**config.mk**
```make
export PLATFORM = sky130hd
export DESIGN_NAME = qmvm_ctrl
export DESIGN_NICKNAME = d
export VERILOG_FILES = /design/src/rtl/core/qmvm_pkg.sv /design/src/rtl/core/qmvm_ctrl.sv
export SDC_FILE = /design/constraint.sdc
export NUM_CORES = 1
export LEC_CHECK = 0
export BUFFER_PORTS_ARGS = -buffer_cell sky130_fd_sc_hd__buf_2
export CAP_MARGIN = 5
export CORE_AREA = 2 2 39 41
export CTS_BUF_LIST = sky130_fd_sc_hd__clkbuf_2
export DETAILED_ROUTE_END_ITERATION = 6
export DIE_AREA = 0 0 41 43
export GPL_TIMING_DRIVEN = 1
export PLACE_DENSITY = 0.38
export SLEW_MARGIN = 20
export SYNTH_ARGS = -nofsm -noshare
export SYNTH_HDL_FRONTEND = slang
export SYNTH_SLANG_ARGS = --single-unit
```
**constraint.sdc**
```tcl
create_clock -name clk -period 1.28 [get_ports clk]
set_input_delay 0.32 -clock clk [delete_from_list [all_inputs] [get_ports clk]]
set_output_delay 0.32 -clock clk [all_outputs]
set_load 0.03 [all_outputs]
```
**src/rtl/core/qmvm_pkg.sv**
```systemverilog
`default_nettype none

package qmvm_pkg;

    // item command codes
    localparam logic CMD_ACCUMULATE = 1'b0;
    localparam logic CMD_READ       = 1'b1;

    // field widths
    localparam int COL_W   = 12;
    localparam int X_W     = 16;
    localparam int WGT_W   = 16;
    localparam int SCALE_W = 24;
    localparam int RES_W   = 32;

    // internal widths
    localparam int PROD_W  = X_W + WGT_W;
    localparam int ACC_W   = 48;
    localparam int RAM_W   = ACC_W + 1;
    localparam int HALF_W  = ACC_W / 2;
    localparam int PART_W  = HALF_W + SCALE_W;
    localparam int Q_W     = PART_W + 7;

    // conversion shifts
    localparam int INT8_SHIFT = 18;
    localparam int Q15_SHIFT  = 11;
    localparam int HI_SHIFT   = HALF_W - INT8_SHIFT;

    // limits
    localparam logic signed [WGT_W-1:0] INT8_MAX = 16'sd127;
    localparam logic signed [WGT_W-1:0] INT8_MIN = -16'sd128;
    localparam logic [ACC_W-1:0] ACC_MAX = {1'b0, {(ACC_W-1){1'b1}}};
    localparam logic [ACC_W-1:0] ACC_MIN = {1'b1, {(ACC_W-1){1'b0}}};
    localparam logic [RES_W-1:0] RES_MAX = {1'b0, {(RES_W-1){1'b1}}};
    localparam logic [RES_W-1:0] RES_MIN = {1'b1, {(RES_W-1){1'b0}}};

    typedef enum logic [2:0] {
        ST_IDLE,
        ST_PROD,
        ST_ACC,
        ST_MAG,
        ST_MUL,
        ST_SUM,
        ST_DONE
    } qmvm_state_t;

    typedef struct packed {
        logic accept;
        logic prod_load;
        logic acc_write;
        logic mag_load;
        logic mul_load;
        logic sum_load;
        logic out_load;
    } qmvm_cmd_t;

    typedef struct packed {
        logic out_free;
    } qmvm_status_t;

endpackage

`default_nettype wire

```
**src/rtl/core/qmvm_ctrl.sv**
```systemverilog
`default_nettype none

module qmvm_ctrl (
    input  logic                    clk,
    input  logic                    rst_n,
    input  logic                    in_valid,
    input  logic                    command,
    input  qmvm_pkg::qmvm_status_t  status,
    output logic                    in_ready,
    output qmvm_pkg::qmvm_cmd_t     cmd
);

    import qmvm_pkg::*;

    qmvm_state_t state_reg;
    qmvm_state_t state_next;

    always_ff @(posedge clk or negedge rst_n)
    begin
        if (!rst_n)
        begin
            state_reg <= ST_IDLE;
        end
        else
        begin
            state_reg <= state_next;
        end
    end

    // next state
    always_comb
    begin
        state_next = state_reg;
        unique case (state_reg)
            ST_IDLE:
            begin
                if (in_valid)
                begin
                    state_next = (command == CMD_READ) ? ST_MAG : ST_PROD;
                end
            end
            ST_PROD: state_next = ST_ACC;
            ST_ACC:  state_next = ST_IDLE;
            ST_MAG:  state_next = ST_MUL;
            ST_MUL:  state_next = ST_SUM;
            ST_SUM:  state_next = ST_DONE;
            ST_DONE:
            begin
                if (status.out_free)
                begin
                    state_next = ST_IDLE;
                end
            end
            default: state_next = ST_IDLE;
        endcase
    end

    // outputs
    always_comb
    begin
        in_ready = 1'b0;
        cmd      = '0;
        unique case (state_reg)
            ST_IDLE:
            begin
                in_ready   = 1'b1;
                cmd.accept = in_valid;
            end
            ST_PROD: cmd.prod_load = 1'b1;
            ST_ACC:  cmd.acc_write = 1'b1;
            ST_MAG:  cmd.mag_load  = 1'b1;
            ST_MUL:  cmd.mul_load  = 1'b1;
            ST_SUM:  cmd.sum_load  = 1'b1;
            ST_DONE: cmd.out_load  = status.out_free;
            default: cmd = '0;
        endcase
    end

endmodule

`default_nettype wire

```
==> impl_metrics.json <==
{
  "failed_checks": "negative setup slack",
  "grt_pass1_wl_um": 959,
  "ys_seq_area_share_pct": 33.3,
  "numCtsBuffers": 3,
  "final-instance-count-excl-fill": 58,
  "clkLatencyLatePin_ns": 0.20,
  "synth_top_area_cell": "dfrtp_1",
  "boundaryPins": 13,
  "netlist_top_cells_area": "dfrtp_1, buf_6, and2_1, nor3b_1, and4bb_1",
  "largest_reg_flops": 3,
  "n_fill_cell": 154,
  "yosysWarnings": 0,
  "power_leakage_nw": 0.201,
  "syn_to_final_growth_pct": 86.1,
  "hold_viol": 0,
  "syn_inst": 23,
  "start_util_pct": 16.3,
  "hold_path_class": "input port to register",
  "finClkSkew_ns": 0.00440,
  "crit_arrival_ns": 1.14,
  "slew_headroom_pct": 87.4,
  "die_w_um": 41,
  "worstSetupEndpointType": "primary output",
  "irDropWorstVdd_mv": 0.908,
  "rsz0062_at_grt": "yes",
  "hold_ws_ns": 0.385,
  "track_usage_pct": 8.27,
  "fin_setup_tns_ns": -1.29,
  "drive_gt1_share_pct": 71.4,
  "setup_viol": 8,
  "synth.avg_cell_area_sq_um": 9.79,
  "vias": 244,
  "synth-edff-count": 0,
  "cts_tree": "built",
  "cts_htree_levels": 1,
  "async_reset_ff_share_pct": 100,
  "synth.distinct_cells": 13,
  "synth_area_sq_um": 225,
  "grt_pass1_vias": 253,
  "status": "finished, violations left",
  "gp_congestion": 0.678,
  "nets": 48,
  "root_buffer": "clkbuf_2",
  "ant_nets": 0,
  "cp_max_fo": 7,
  "route.detailed.drc": 0,
  "coreArea_sq_um": 1380,
  "finalCritPeriodShare_pct": 114,
  "synthFlopType": "dfrtp_1",
  "cap_violations": 0,
  "cp.required_ns": 0.96,
  "fin_util_pct": 30.3,
  "rows": 14,
  "p_per_area_nw_per_um2": 2710,
  "port_buffers": 12,
  "synth_top_area_share_pct": 33.3,
  "synth_fp_nets": 28,
  "diodes": 0,
  "cp-start-kind": "register",
  "ys_seq_elements": 3,
  "antenna_found_initial": 0,
  "drv_slew": 0,
  "ys_top_cells_by_count": "and2_1, buf_6, dfrtp_1, nor2_1",
  "critical_path_class": "register to primary output",
  "grt_max_degree": 9,
  "finalWorstPathRequiredPeriod_ns": 1.46,
  "first_pass_iters": 4,
  "die_y_um": 43,
  "die_area_sq_um": 1760,
  "tightest_slew_ns": 0.189,
  "overflow": 0,
  "clkTransAtPathRegs_ns": 0.05,
  "placed_cells": 49,
  "layout_setup_ws_ns": -0.184,
  "wl_um": 596,
  "cts_buffer_depth": 2,
  "tritoncts_num_sinks": 3,
  "first_iter_violations": 5,
  "drt-wirelength-per-cell_um": 10.3,
  "vias_per_cell": 4.21,
  "fmax_mhz": 683
}
## placed cells by master (no fill, tap or decap), drive strengths merged
cell type and instances:
dlygate4sd3 1, nor3b 2, dfrtp 3, and4b 1, a311o 1, nor2b 1, o21a 1, clkbuf 4
mux2i 1, and4bb 1, nand2 1, and2 3, nor2 3, buf 17, nor3 2
## metrics by stage
stage / instance area [sq um] / power (W) / worst slack [ns]
5_1_grt: 419 / 0.00121 / -0.256
2_1_floorplan: 246 / 0.000705 / -0.236
3_3_place_gp: 300 / 0.000760 / -0.0605
4_1_cts: 407 / 0.00110 / -0.188
3_5_place_dp: 300 / 0.000760 / -0.0760
6_report: 419 / 0.00113 / -0.184
## final timing paths
kind | cells past startpoint | slack, ns | startpoint | endpoint
min in group asynchronous | 2 | 0.44 | rst_n | state_reg[2]
worst max-delay path | 3 | -0.18 | state_reg[0] | cmd[4]
max in group asynchronous | 2 | 0.72 | rst_n | state_reg[1]
worst max register to register | 3 | 0.09 | state_reg[1] | state_reg[1]
worst min register to register | 1 | 0.55 | state_reg[0] | state_reg[0]
worst min-delay path | 2 | 0.39 | command | state_reg[1]
## cells by family (layout without fill, tap and decap cells)
family	after synthesis	in the layout	synth area share [%]
AND/OR/NAND/NOR	14	14	39.4
flip-flops	3	3	33.3
buffers and inverters	3	22	15.0
AO/OA/AOI/OAI	2	2	7.78
multiplexers	1	1	4.44
## layout make-up
cell class / instances / area [sq um] / area share, %
sequential: 3 / 78.8 / 18.8
multi-input combinational: 17 / 149 / 35.5
clock buffer: 4 / 20.0 / 4.78
tap: 16 / 20.0 / 4.78
timing repair buffer: 18 / 151 / 36.1
## layer usage
layer,global-route usage [%],vias to the layer above,part of all wire [%]
li1,-,118,-
met1,11.1,118,43
met2,10.3,8,52
met3,1.57,0,4.9
met4,8.00,0,0
met5,0,-,0
## timing repair
item,4_1_cts,5_1_grt
setup buffers,4,0
hold buffers,1,0
pin swaps,2,0
gates resized for setup,19,3
hold endpoints to repair,3,0
endpoints found under the setup margin,8,8
## where the power goes
part / internal [W] / total (W) / switching [W] / leakage (nW)
clock: 0.0000825 / 0.000133 / 0.0000504 / 0.0166
sequential: 0.000148 / 0.000262 / 0.000114 / 0.0339
combinational: 0.000384 / 0.000740 / 0.000355 / 0.150
## critical path, stage by stage (launching register included)
cell and delay [ns]:
dfrtp_2 0.46, buf_6 0.15, nor3b_4 0.18, buf_6 0.15
Note: power is estimated with default switching activity, not from simulation.
